`config.mk`:
```
export PLATFORM = sky130hd
export DESIGN_NAME = ultrasonic_echo_ranger_median
export DESIGN_NICKNAME = d
export VERILOG_FILES = /design/src/sv/uer_pkg.sv /design/src/sv/uer_median.sv /design/src/sv/ultrasonic_echo_ranger_median.sv
export SDC_FILE = /design/constraint.sdc
export NUM_CORES = 2
export LEC_CHECK = 0
export BUFFER_PORTS_ARGS = -buffer_cell sky130_fd_sc_hd__buf_2
export CAP_MARGIN = 25
export CORE_MARGIN = 10
export CORE_UTILIZATION = 47
export DETAILED_ROUTE_END_ITERATION = 10
export GPL_ROUTABILITY_DRIVEN = 0
export HOLD_SLACK_MARGIN = 0.06
export SYNTH_ARGS = -nofsm -noshare
export SYNTH_HDL_FRONTEND = slang
export SYNTH_HIERARCHICAL = 1
export SYNTH_SLANG_ARGS = --single-unit
export TNS_END_PERCENT = 1
```
`constraint.sdc`:
```
create_clock -name clk -period 9 [get_ports clk]
set_input_delay 2.25 -clock clk [delete_from_list [all_inputs] [get_ports clk]]
set_output_delay 2.25 -clock clk [all_outputs]
set_load 0.005 [all_outputs]
```
`src/sv/uer_pkg.sv`:
```
`timescale 1ns / 1ps
// Shared types and constants for the echo ranger with median session.
package uer_pkg;

  typedef enum logic [2:0] {
    PH_IDLE    = 3'd0,
    PH_TRIG_LO = 3'd1,
    PH_TRIG_HI = 3'd2,
    PH_ECHO    = 3'd3,
    PH_GAP     = 3'd4
  } phase_t;

  typedef enum logic [2:0] {
    ST_NONE    = 3'd0,
    ST_OK      = 3'd1,
    ST_RANGE   = 3'd2,
    ST_TIMEOUT = 3'd3,
    ST_EMPTY   = 3'd4
  } status_t;

  typedef enum logic [2:0] {
    REG_MODE    = 3'd0,
    REG_SESSION = 3'd1,
    REG_TIMEOUT = 3'd2,
    REG_GAP     = 3'd3,
    REG_MIN     = 3'd4,
    REG_MAX     = 3'd5
  } reg_idx_t;

  typedef enum logic [1:0] {
    MS_IDLE = 2'd0,
    MS_SCAN = 2'd1,
    MS_DONE = 2'd2
  } msel_t;

  localparam int unsigned TRIG_LO_TICKS = 2;
  localparam int unsigned TRIG_HI_TICKS = 10;
  localparam logic [11:0] DIST_SCALE = 12'd2248;

  // Request from the sequencer to the median unit and its answer.
  typedef struct packed {
    logic        go;
    logic [15:0] wr_data;
    logic        wr_en;
  } med_req_t;

  typedef struct packed {
    logic        done;
    logic [15:0] median;
  } med_rsp_t;

endpackage

```
`src/sv/uer_median.sv`:
```
`timescale 1ns / 1ps
// Sample store and selection-based median finder.
module uer_median import uer_pkg::*; #(
  parameter int unsigned MAX_SAMPLES = 64
) (
  input  logic     clk,
  input  logic     rst_n,
  input  logic     clr,
  input  med_req_t req,
  output med_rsp_t rsp,
  output logic     empty,
  output logic     busy
);
  localparam int unsigned AW = (MAX_SAMPLES > 1) ? $clog2(MAX_SAMPLES) : 1;
  localparam int unsigned CW = $clog2(MAX_SAMPLES + 1);

  logic [15:0] mem [MAX_SAMPLES];
  logic [15:0] rd_data_r;
  logic [CW-1:0] count_r, count_nxt;

  // Selection: for each candidate i, count elements below/equal. Element at
  // rank k is the one with lt <= k < le. Walk candidates (outer) and all
  // entries (inner) through one read port: candidate fetched, then scanned.
  msel_t state_r, state_nxt;
  logic [CW-1:0] cand_r, cand_nxt, scan_r, scan_nxt;
  logic [CW-1:0] lt_r, lt_nxt, le_r, le_nxt;
  logic [15:0] cval_r, cval_nxt;
  logic        ph_r, ph_nxt;     // 0: first candidate fetch, 1: scan begun
  logic        rv_r, rv_nxt;     // read data valid (registered read)
  logic        rc_r, rc_nxt;     // pending read is the candidate fetch
  logic        got_lo_r, got_lo_nxt, got_hi_r, got_hi_nxt;
  logic [15:0] lo_r, lo_nxt, hi_r, hi_nxt;
  logic [CW-1:0] k_lo, k_hi;
  logic [AW-1:0] rd_addr;
  logic        rd_en;
  logic [16:0] sum;

  assign empty = (count_r == '0);
  assign busy  = (state_r != MS_IDLE);
  assign k_hi  = count_r >> 1;
  assign k_lo  = count_r[0] ? k_hi : k_hi - 1'b1;
  assign sum   = {1'b0, lo_r} + {1'b0, hi_r};

  always_ff @(posedge clk) begin
    if (req.wr_en && count_r < CW'(MAX_SAMPLES)) mem[count_r[AW-1:0]] <= req.wr_data;
    if (rd_en) rd_data_r <= mem[rd_addr];
  end

  always_comb begin
    count_nxt = count_r;
    if (clr) count_nxt = '0;
    else if (req.wr_en && count_r < CW'(MAX_SAMPLES)) count_nxt = count_r + 1'b1;
  end

  always_comb begin
    state_nxt = state_r;
    case (state_r)
      MS_IDLE: if (req.go) state_nxt = MS_SCAN;
      MS_SCAN: if (got_lo_nxt && got_hi_nxt) state_nxt = MS_DONE;
      MS_DONE: state_nxt = MS_IDLE;
      default: state_nxt = MS_IDLE;
    endcase
  end

  always_comb begin
    cand_nxt = cand_r; scan_nxt = scan_r; lt_nxt = lt_r; le_nxt = le_r;
    cval_nxt = cval_r; ph_nxt = ph_r; rv_nxt = 1'b0; rc_nxt = rc_r;
    got_lo_nxt = got_lo_r; got_hi_nxt = got_hi_r; lo_nxt = lo_r; hi_nxt = hi_r;
    rd_en = 1'b0; rd_addr = '0;
    case (state_r)
      MS_IDLE: begin
        if (req.go) begin
          cand_nxt = '0; ph_nxt = 1'b0; got_lo_nxt = 1'b0; got_hi_nxt = 1'b0;
          rd_en = 1'b1; rd_addr = '0; rv_nxt = 1'b1; rc_nxt = 1'b1;
        end
      end
      MS_SCAN: begin
        if (rv_r && rc_r) begin
          // candidate value arrived: start the scan
          cval_nxt = rd_data_r; lt_nxt = '0; le_nxt = '0; scan_nxt = '0;
          ph_nxt = 1'b1;
          rd_en = 1'b1; rd_addr = '0; rv_nxt = 1'b1; rc_nxt = 1'b0;
        end else if (rv_r) begin
          if (rd_data_r < cval_r) lt_nxt = lt_nxt + 1'b1;
          if (rd_data_r <= cval_r) le_nxt = le_nxt + 1'b1;
          if (scan_r + 1'b1 < count_r) begin
            scan_nxt = scan_r + 1'b1;
            rd_en = 1'b1; rd_addr = scan_nxt[AW-1:0]; rv_nxt = 1'b1; rc_nxt = 1'b0;
          end else begin
            if (lt_nxt <= k_lo && k_lo < le_nxt) begin
              got_lo_nxt = 1'b1; lo_nxt = cval_r;
            end
            if (lt_nxt <= k_hi && k_hi < le_nxt) begin
              got_hi_nxt = 1'b1; hi_nxt = cval_r;
            end
            if (!(got_lo_nxt && got_hi_nxt) && cand_r + 1'b1 < count_r) begin
              cand_nxt = cand_r + 1'b1;
              rd_en = 1'b1; rd_addr = cand_nxt[AW-1:0]; rv_nxt = 1'b1; rc_nxt = 1'b1;
            end
          end
        end
      end
      default: ;
    endcase
  end

  always_ff @(posedge clk) begin
    if (!rst_n) begin
      state_r <= MS_IDLE;
      count_r <= '0;
      rv_r    <= 1'b0;
      got_lo_r <= 1'b0;
      got_hi_r <= 1'b0;
    end else begin
      state_r <= state_nxt;
      count_r <= count_nxt;
      rv_r    <= rv_nxt;
      got_lo_r <= got_lo_nxt;
      got_hi_r <= got_hi_nxt;
    end
    cand_r <= cand_nxt; scan_r <= scan_nxt; lt_r <= lt_nxt; le_r <= le_nxt;
    cval_r <= cval_nxt; ph_r <= ph_nxt; rc_r <= rc_nxt; lo_r <= lo_nxt; hi_r <= hi_nxt;
  end

  assign rsp.done   = (state_r == MS_DONE);
  assign rsp.median = ph_r ? sum[16:1] : sum[16:1];
endmodule

```
`src/sv/ultrasonic_echo_ranger_median.sv`:
```
`timescale 1ns / 1ps
// Echo ranger top level: tick sequencer, distance conversion, result register.
//
// Usage: each input transfer is one microsecond tick; in_tdata = {echo, start_req}.
// Every accepted tick yields exactly one result transfer on out_tdata =
// {status, distance, done_res, trigger} (21 bits packed, zero-padded to 24).
// A tick that does not end a median session has its result in the output
// register in the cycle after the input transfer; with out_tready high and
// no median search running, a new tick is accepted every cycle. A tick that
// ends a median session walks the sample memory for the median: one fetch
// plus n compare reads per candidate, at most n candidates for n stored
// samples; in_tready stays low until that result is in the output register.
// A new tick is accepted while the previous result still waits in the
// output register only if that register will be freed; in_tready is low
// while a result is held and out_tready is low, so a stalled receiver
// holds the block with no loss.
// Reset (rst_n low, synchronous) returns to idle, clears the sample count
// and loads the register reset values. No clearing pass is needed.
// Configuration writes use cfg_we/cfg_addr/cfg_wdata and take effect at once.
module ultrasonic_echo_ranger_median import uer_pkg::*; #(
  parameter int unsigned MAX_SAMPLES = 64
) (
  input  logic        clk,
  input  logic        rst_n,
  input  logic        in_tvalid,
  output logic        in_tready,
  input  logic [7:0]  in_tdata,   // [0] start_req, [1] echo
  output logic        out_tvalid,
  input  logic        out_tready,
  output logic [23:0] out_tdata,  // [0] trigger, [1] done_res, [17:2] distance, [20:18] status
  input  logic        cfg_we,
  input  logic [2:0]  cfg_addr,
  input  logic [31:0] cfg_wdata
);
  logic        mode_r;
  logic [31:0] session_us_r;
  logic [15:0] timeout_us_r, min_r, max_r;
  logic [19:0] gap_us_r;

  phase_t      phase_r, phase_nxt;
  logic [19:0] pt_r, pt_nxt;
  logic [15:0] wait_r, wait_nxt, ew_r, ew_nxt;
  logic        elast_r, elast_nxt;
  logic [31:0] sess_r, sess_nxt;

  logic        ov_r;
  logic [20:0] odata_r;
  logic        medwait_r, medwait_nxt;
  logic        start, e, acc, trig;
  logic        done, want_med, wr_en, clr;
  logic [15:0] res_dist, wr_data;
  status_t     st;
  logic [27:0] prod;
  logic [17:0] dscaled;
  logic [15:0] dsat;
  logic        dvalid;
  med_req_t    mreq;
  med_rsp_t    mrsp;
  logic        mempty, mbusy;

  assign start = in_tdata[0];
  assign e     = in_tdata[1];
  assign in_tready = !medwait_r && !mbusy && (!ov_r || out_tready);
  assign acc   = in_tvalid && in_tready;

  always_ff @(posedge clk) begin
    if (!rst_n) begin
      mode_r <= 1'b0; session_us_r <= 32'd1000000; timeout_us_r <= 16'd38000;
      gap_us_r <= 20'd100000; min_r <= 16'd256; max_r <= 16'd51200;
    end else if (cfg_we) begin
      case (reg_idx_t'(cfg_addr))
        REG_MODE:    mode_r       <= cfg_wdata[0];
        REG_SESSION: session_us_r <= cfg_wdata;
        REG_TIMEOUT: timeout_us_r <= cfg_wdata[15:0];
        REG_GAP:     gap_us_r     <= cfg_wdata[19:0];
        REG_MIN:     min_r        <= cfg_wdata[15:0];
        REG_MAX:     max_r        <= cfg_wdata[15:0];
        default: ;
      endcase
    end
  end

  // Width to distance: (w*2248)>>10, saturated at 16 bits.
  assign prod    = 28'(ew_r) * 28'(DIST_SCALE);
  assign dscaled = prod[27:10];
  assign dsat    = (dscaled > 18'd65535) ? 16'hFFFF : dscaled[15:0];
  assign dvalid  = (dsat >= min_r) && (dsat <= max_r);

  // Tick sequencer: next state.
  always_comb begin
    logic    fell, meas_end, check, egt;
    status_t mst;
    logic [15:0] mdist;
    phase_nxt = phase_r; pt_nxt = pt_r; wait_nxt = wait_r; ew_nxt = ew_r;
    elast_nxt = elast_r; sess_nxt = sess_r;
    trig = 1'b0; done = 1'b0; res_dist = '0; st = ST_NONE; want_med = 1'b0;
    wr_en = 1'b0; wr_data = '0; clr = 1'b0;
    fell = 1'b0; meas_end = 1'b0; check = 1'b0; egt = 1'b0;
    mst = ST_NONE; mdist = '0;
    if (phase_r != PH_IDLE && sess_r != 32'hFFFFFFFF) sess_nxt = sess_r + 1'b1;
    case (phase_r)
      PH_IDLE: begin
        if (start) begin
          sess_nxt = '0; clr = 1'b1;
          if (mode_r && session_us_r == '0) begin
            done = 1'b1; st = ST_EMPTY;
          end else begin
            phase_nxt = PH_TRIG_LO; pt_nxt = 20'd1;
          end
        end
      end
      PH_TRIG_LO: begin
        pt_nxt = pt_r + 1'b1;
        if (pt_nxt >= 20'(TRIG_LO_TICKS)) begin
          phase_nxt = PH_TRIG_HI; pt_nxt = '0;
        end
      end
      PH_TRIG_HI: begin
        trig = 1'b1;
        pt_nxt = pt_r + 1'b1;
        if (pt_nxt >= 20'(TRIG_HI_TICKS)) begin
          phase_nxt = PH_ECHO; pt_nxt = '0; wait_nxt = '0; ew_nxt = '0; elast_nxt = 1'b0;
        end
      end
      PH_ECHO: begin
        if (wait_r != 16'hFFFF) wait_nxt = wait_r + 1'b1;
        if (e && !elast_r) ew_nxt = 16'd1;
        else if (e && elast_r) begin
          if (ew_r != 16'hFFFF) ew_nxt = ew_r + 1'b1;
        end else if (!e && elast_r) fell = 1'b1;
        elast_nxt = e;
        if (fell) begin
          meas_end = 1'b1;
          mst = dvalid ? ST_OK : ST_RANGE;
          mdist = dvalid ? dsat : '0;
        end else if (wait_nxt >= timeout_us_r) begin
          meas_end = 1'b1; mst = ST_TIMEOUT;
        end
        if (meas_end) begin
          if (!mode_r) begin
            done = 1'b1; st = mst; res_dist = mdist; phase_nxt = PH_IDLE;
          end else begin
            if (mst == ST_OK) begin
              wr_en = 1'b1; wr_data = mdist;
            end
            if (gap_us_r == '0) check = 1'b1;
            else begin
              phase_nxt = PH_GAP; pt_nxt = '0;
            end
          end
        end
      end
      PH_GAP: begin
        pt_nxt = pt_r + 1'b1;
        if (pt_nxt >= gap_us_r) check = 1'b1;
      end
      default: phase_nxt = PH_IDLE;
    endcase
    if (check) begin
      if (sess_nxt < session_us_r) begin
        phase_nxt = PH_TRIG_LO; pt_nxt = 20'd1;
      end else begin
        phase_nxt = PH_IDLE; done = 1'b1;
        // empty check counts the write on this tick
        egt = mempty && !wr_en;
        if (egt) st = ST_EMPTY;
        else begin
          st = ST_OK; want_med = 1'b1;
        end
      end
    end
  end

  assign mreq.wr_en   = acc && wr_en;
  assign mreq.wr_data = wr_data;
  assign mreq.go      = medwait_r && !mbusy && !mrsp.done && !ov_r;

  assign medwait_nxt = medwait_r ? !mrsp.done : (acc && want_med);

  uer_median #(.MAX_SAMPLES(MAX_SAMPLES)) u_median (
    .clk   (clk),
    .rst_n (rst_n),
    .clr   (acc && clr),
    .req   (mreq),
    .rsp   (mrsp),
    .empty (mempty),
    .busy  (mbusy)
  );

  always_ff @(posedge clk) begin
    if (!rst_n) begin
      phase_r <= PH_IDLE; pt_r <= '0; wait_r <= '0; ew_r <= '0;
      elast_r <= 1'b0; sess_r <= '0; ov_r <= 1'b0; medwait_r <= 1'b0;
    end else begin
      medwait_r <= medwait_nxt;
      if (acc) begin
        phase_r <= phase_nxt; pt_r <= pt_nxt; wait_r <= wait_nxt; ew_r <= ew_nxt;
        elast_r <= elast_nxt; sess_r <= sess_nxt;
      end
      if (acc && !want_med) ov_r <= 1'b1;
      else if (mrsp.done) ov_r <= 1'b1;
      else if (out_tready) ov_r <= 1'b0;
    end
    if (acc) odata_r <= {st, res_dist, done, trig};
    else if (mrsp.done) odata_r <= {ST_OK, mrsp.median, 1'b1, 1'b0};
  end

  assign out_tvalid = ov_r;
  assign out_tdata  = {3'b000, odata_r};
endmodule

```
==> out/qor.yml <==
synth_top_family_by_area: "simple AND/OR/NAND/NOR gates"
cts_max_level: 4
synthAdderAreaFrac_pct: 5.57
grt_max_degree: 118
finalWorstSetupSlack_ns: 0.550
async_reset_ff_share_pct: 0
synth-seq-cells: 1341
routedWlPerCell_microns: 23.5
post_cts_buffers: 0
setup-tns-final_ns: 0
clock_skew_ns: 0.0569
crit_slowest_cell: "nand3_1"
synth-xor-area-share_pct: 1.34
synth.largest_area_cell: "edfxtp_1"
multi_input_area_sq_um: 21900
rows: 133
synth_area_leaders: "edfxtp_1, nand2_1, dfxtp_1"
synth.avg_cell_area_sq_um: 11.4
synth-compound-area-share_pct: 8.89
worst_pin_slew_ns: 1.09
start_kind: "flip-flop"
clk_latency_ns: 0.80
outcome: "completed"
path_class: "flip-flop to flip-flop"
holdBufCountCts: 0
cts_buffers: 143
fillers: 11300
syn_inst: 5470
netlist.area_leader.share_pct: 54.9
finalNetCount: 5886
synth-edff-count: 1138
arrival_ns: 8.90
relSlewSlack_pct: 26.9
die_area_sq_um: 147000
pre_cts_ws_ns: 0.541
post-route-drc-count: 0
hp-class: "flip-flop to flip-flop"
gr-total-overflow: 0
vias: 43000
muxShareOfSynthArea_pct: 3.06
gr-usage-all-layers_pct: 23.2
setup_viol: 0
synth-simple-area-share_pct: 16.0
first_pass_iters: 5
crit_path_max_incr_delay_ns: 0.84
min_period_over_period_pct: 93.9
final_layout_size_suffix_gt1_share_pct: 9.41
fp.dieH_microns: 384
worstPathMaxFanout: 16
path_buf_inv: 4
ir_drop_mv: 0.184
netlist_area_sq_um: 62200
coreArea_sq_um: 131000
root_buffer: "clkbuf_16"
path_clk_slew_ns: 0.06
powerDensity_nw_per_um2: 184
end_kind: "flip-flop"
cts_tree: "done"
max_freq_mhz: 118
ant_nets: 0
min_period_ns: 8.45
placed_cell_area_sq_um: 65100
regArea_sq_um: 38200
final_max_slew_viol_count: 0
antenna_found_initial: 3
ys_seq_area_share_pct: 61.5
initial_utilization_pct: 47.3
cp_common_cell: "ha_1"
rsz0062_at_grt: "no"
max-cap-violations: 0
critPathTopFamily: "compound AO/OA/AOI/OAI gates"
hpwl_microns: 112000
finalInstanceArea_sq_um: 69800
power.leakage_nw: 25.6
ys.flop_type: "edfxtp_1"
port_buffers: 64
hold_viol_final: 0
fp.dieW_microns: 384
cts_sinks: 1341
required_ns: 9.45
drt-vias-per-instance: 5.78
pin_count: 74
clockBufferDepth: 3
yosys_warnings: 6
grt_pass1_vias: 40500
routed_wl_microns: 175000
drt_iter0_drc: 3900
synth_cell_type_count: 101
cts-resized-gates: 0
area_growth_pct: 12.2
grt_pass1_wl_microns: 261000
==> layout make-up <==
class	count	area share, %
diodes	2	0.00717
well taps	1755	3.15
flip-flops and latches	1341	54.8
inverters	245	1.32
multi-input cells	3609	31.5
repair buffers	235	2.63
clock buffers	185	5.44
clock inverters	71	1.19
==> synth_stat cells, types with 17 or more instances <==
master	n
edfxtp_1	1138
nand2_1	1103
nand3_1	428
a21oi_1	315
nor2_1	265
inv_1	243
ha_1	240
dfxtp_1	203
mux2i_1	181
o21ai_0	147
clkbuf_1	125
buf_2	91
nand4_1	89
xnor2_1	62
nor3_1	52
o211ai_1	50
and3_1	49
buf_4	34
xor2_1	33
a21o_1	32
and2_1	30
nor2b_1	30
a32oi_1	29
o21ai_1	28
a21boi_0	27
a31oi_1	26
o21a_1	26
nor4_1	24
fa_1	23
a311oi_1	22
a221oi_1	21
or4_1	21
or3_1	20
or2_2	17
==> metrics by stage <==
stage	hold slack [ns]	cells	power [mW]	utilization [%]
after global routing	0.463	7441	13.2	53.1
after detailed placement	0.443	7181	7.11	49.5
after floorplan	0.426	5472	7.01	-
after CTS	0.455	7437	12.9	53.0
after global placement	0.441	7177	7.11	49.5
final	0.447	7443	12.8	53.1
==> sequential cells by signal (all words and copies together) (netlist names), 2 cells and up <==
name and cells:
max_r 16, u_median/le_r 7, phase_r 3, sess_r 32
wait_r 16, u_median/mem 1024, u_median/cand_r 7, timeout_us_r 16
u_median/scan_r 7, ew_r 16, odata_r 21, u_median/count_r 7
min_r 16, u_median/state_r 2, pt_r 20, u_median/hi_r 16
u_median/rd_data_r 16, u_median/lo_r 16, u_median/cval_r 16, session_us_r 32
gap_us_r 20, u_median/lt_r 7
==> cells in the final DEF (no fill, tap or decap), types with 50 or more instances in the layout <==
master,instances
dfxtp_1,203
edfxtp_1,1138
nand3_1,427
buf_2,65
o211ai_1,50
ha_1,240
inv_1,242
clkbuf_16,145
nand4_1,89
a21oi_1,313
mux2i_1,181
xnor2_1,62
buf_4,150
nand2_1,1102
nor2_1,247
o21ai_0,147
==> worst reg2reg max path, cell delays in order (launching register included) <==
cell	delay, ns
dfxtp_1	0.47
ha_1	0.29
ha_1	0.30
fa_1	0.55
inv_1	0.06
fa_1	0.54
inv_1	0.04
ha_1	0.35
a21o_1	0.21
a21oi_1	0.22
o211ai_1	0.15
a31oi_1	0.34
a21oi_1	0.19
a21o_1	0.28
a21oi_1	0.35
inv_1	0.17
ha_1	0.32
nor2b_1	0.13
o21a_1	0.16
o211ai_1	0.15
nand3_1	0.10
a31oi_1	0.42
o221ai_4	0.18
nor2_1	0.66
nand3_1	0.84
nor2_1	0.32
buf_4	0.34
==> logic make-up (layout without fill, tap and decap cells) <==
group,after synthesis,in the layout
AND/OR/NAND/NOR,2202,2202
buffers and inverters,522,736
AO/OA/AOI/OAI,857,857
other,1,5
XOR/XNOR,95,95
multiplexers,189,189
flip-flops,1341,1341
adder cells (fa/ha/maj),263,263
==> metal layers <==
| metal | vias to the layer above | track usage (%) | share of wire (%) |
|---|---|---|---|
| li1 | 20100 | - | - |
| met1 | 21200 | 30.1 | 41 |
| met2 | 1426 | 38.8 | 49 |
| met3 | 299 | 3.54 | 6.2 |
| met4 | 2 | 9.51 | 4.1 |
| met5 | - | 0 | 0.0074 |
==> worst paths after layout <==
kind	start	to	slack, ns	cells past startpoint
worst min register to register	u_median/rd_data_r[4]$_DFFE_PP_	u_median/cval_r[4]$_DFFE_PP_	0.45	0
worst max register to register	ew_r[11]$_SDFFE_PN0P_	u_median/mem[10][1]$_DFFE_PP_	0.55	26
worst min-delay path	u_median/rd_data_r[4]$_DFFE_PP_	u_median/cval_r[4]$_DFFE_PP_	0.45	0
worst max-delay path	ew_r[11]$_SDFFE_PN0P_	u_median/mem[10][1]$_DFFE_PP_	0.55	26
==> report_power, final <==
group / switching, mW / total (mW) / internal [mW]
sequential: 0.0227 / 6.69 / 6.67
clock: 2.48 / 5.83 / 3.35
combinational: 0.209 / 0.299 / 0.0898
No activity file was read; power rests on OpenSTA's default activity.
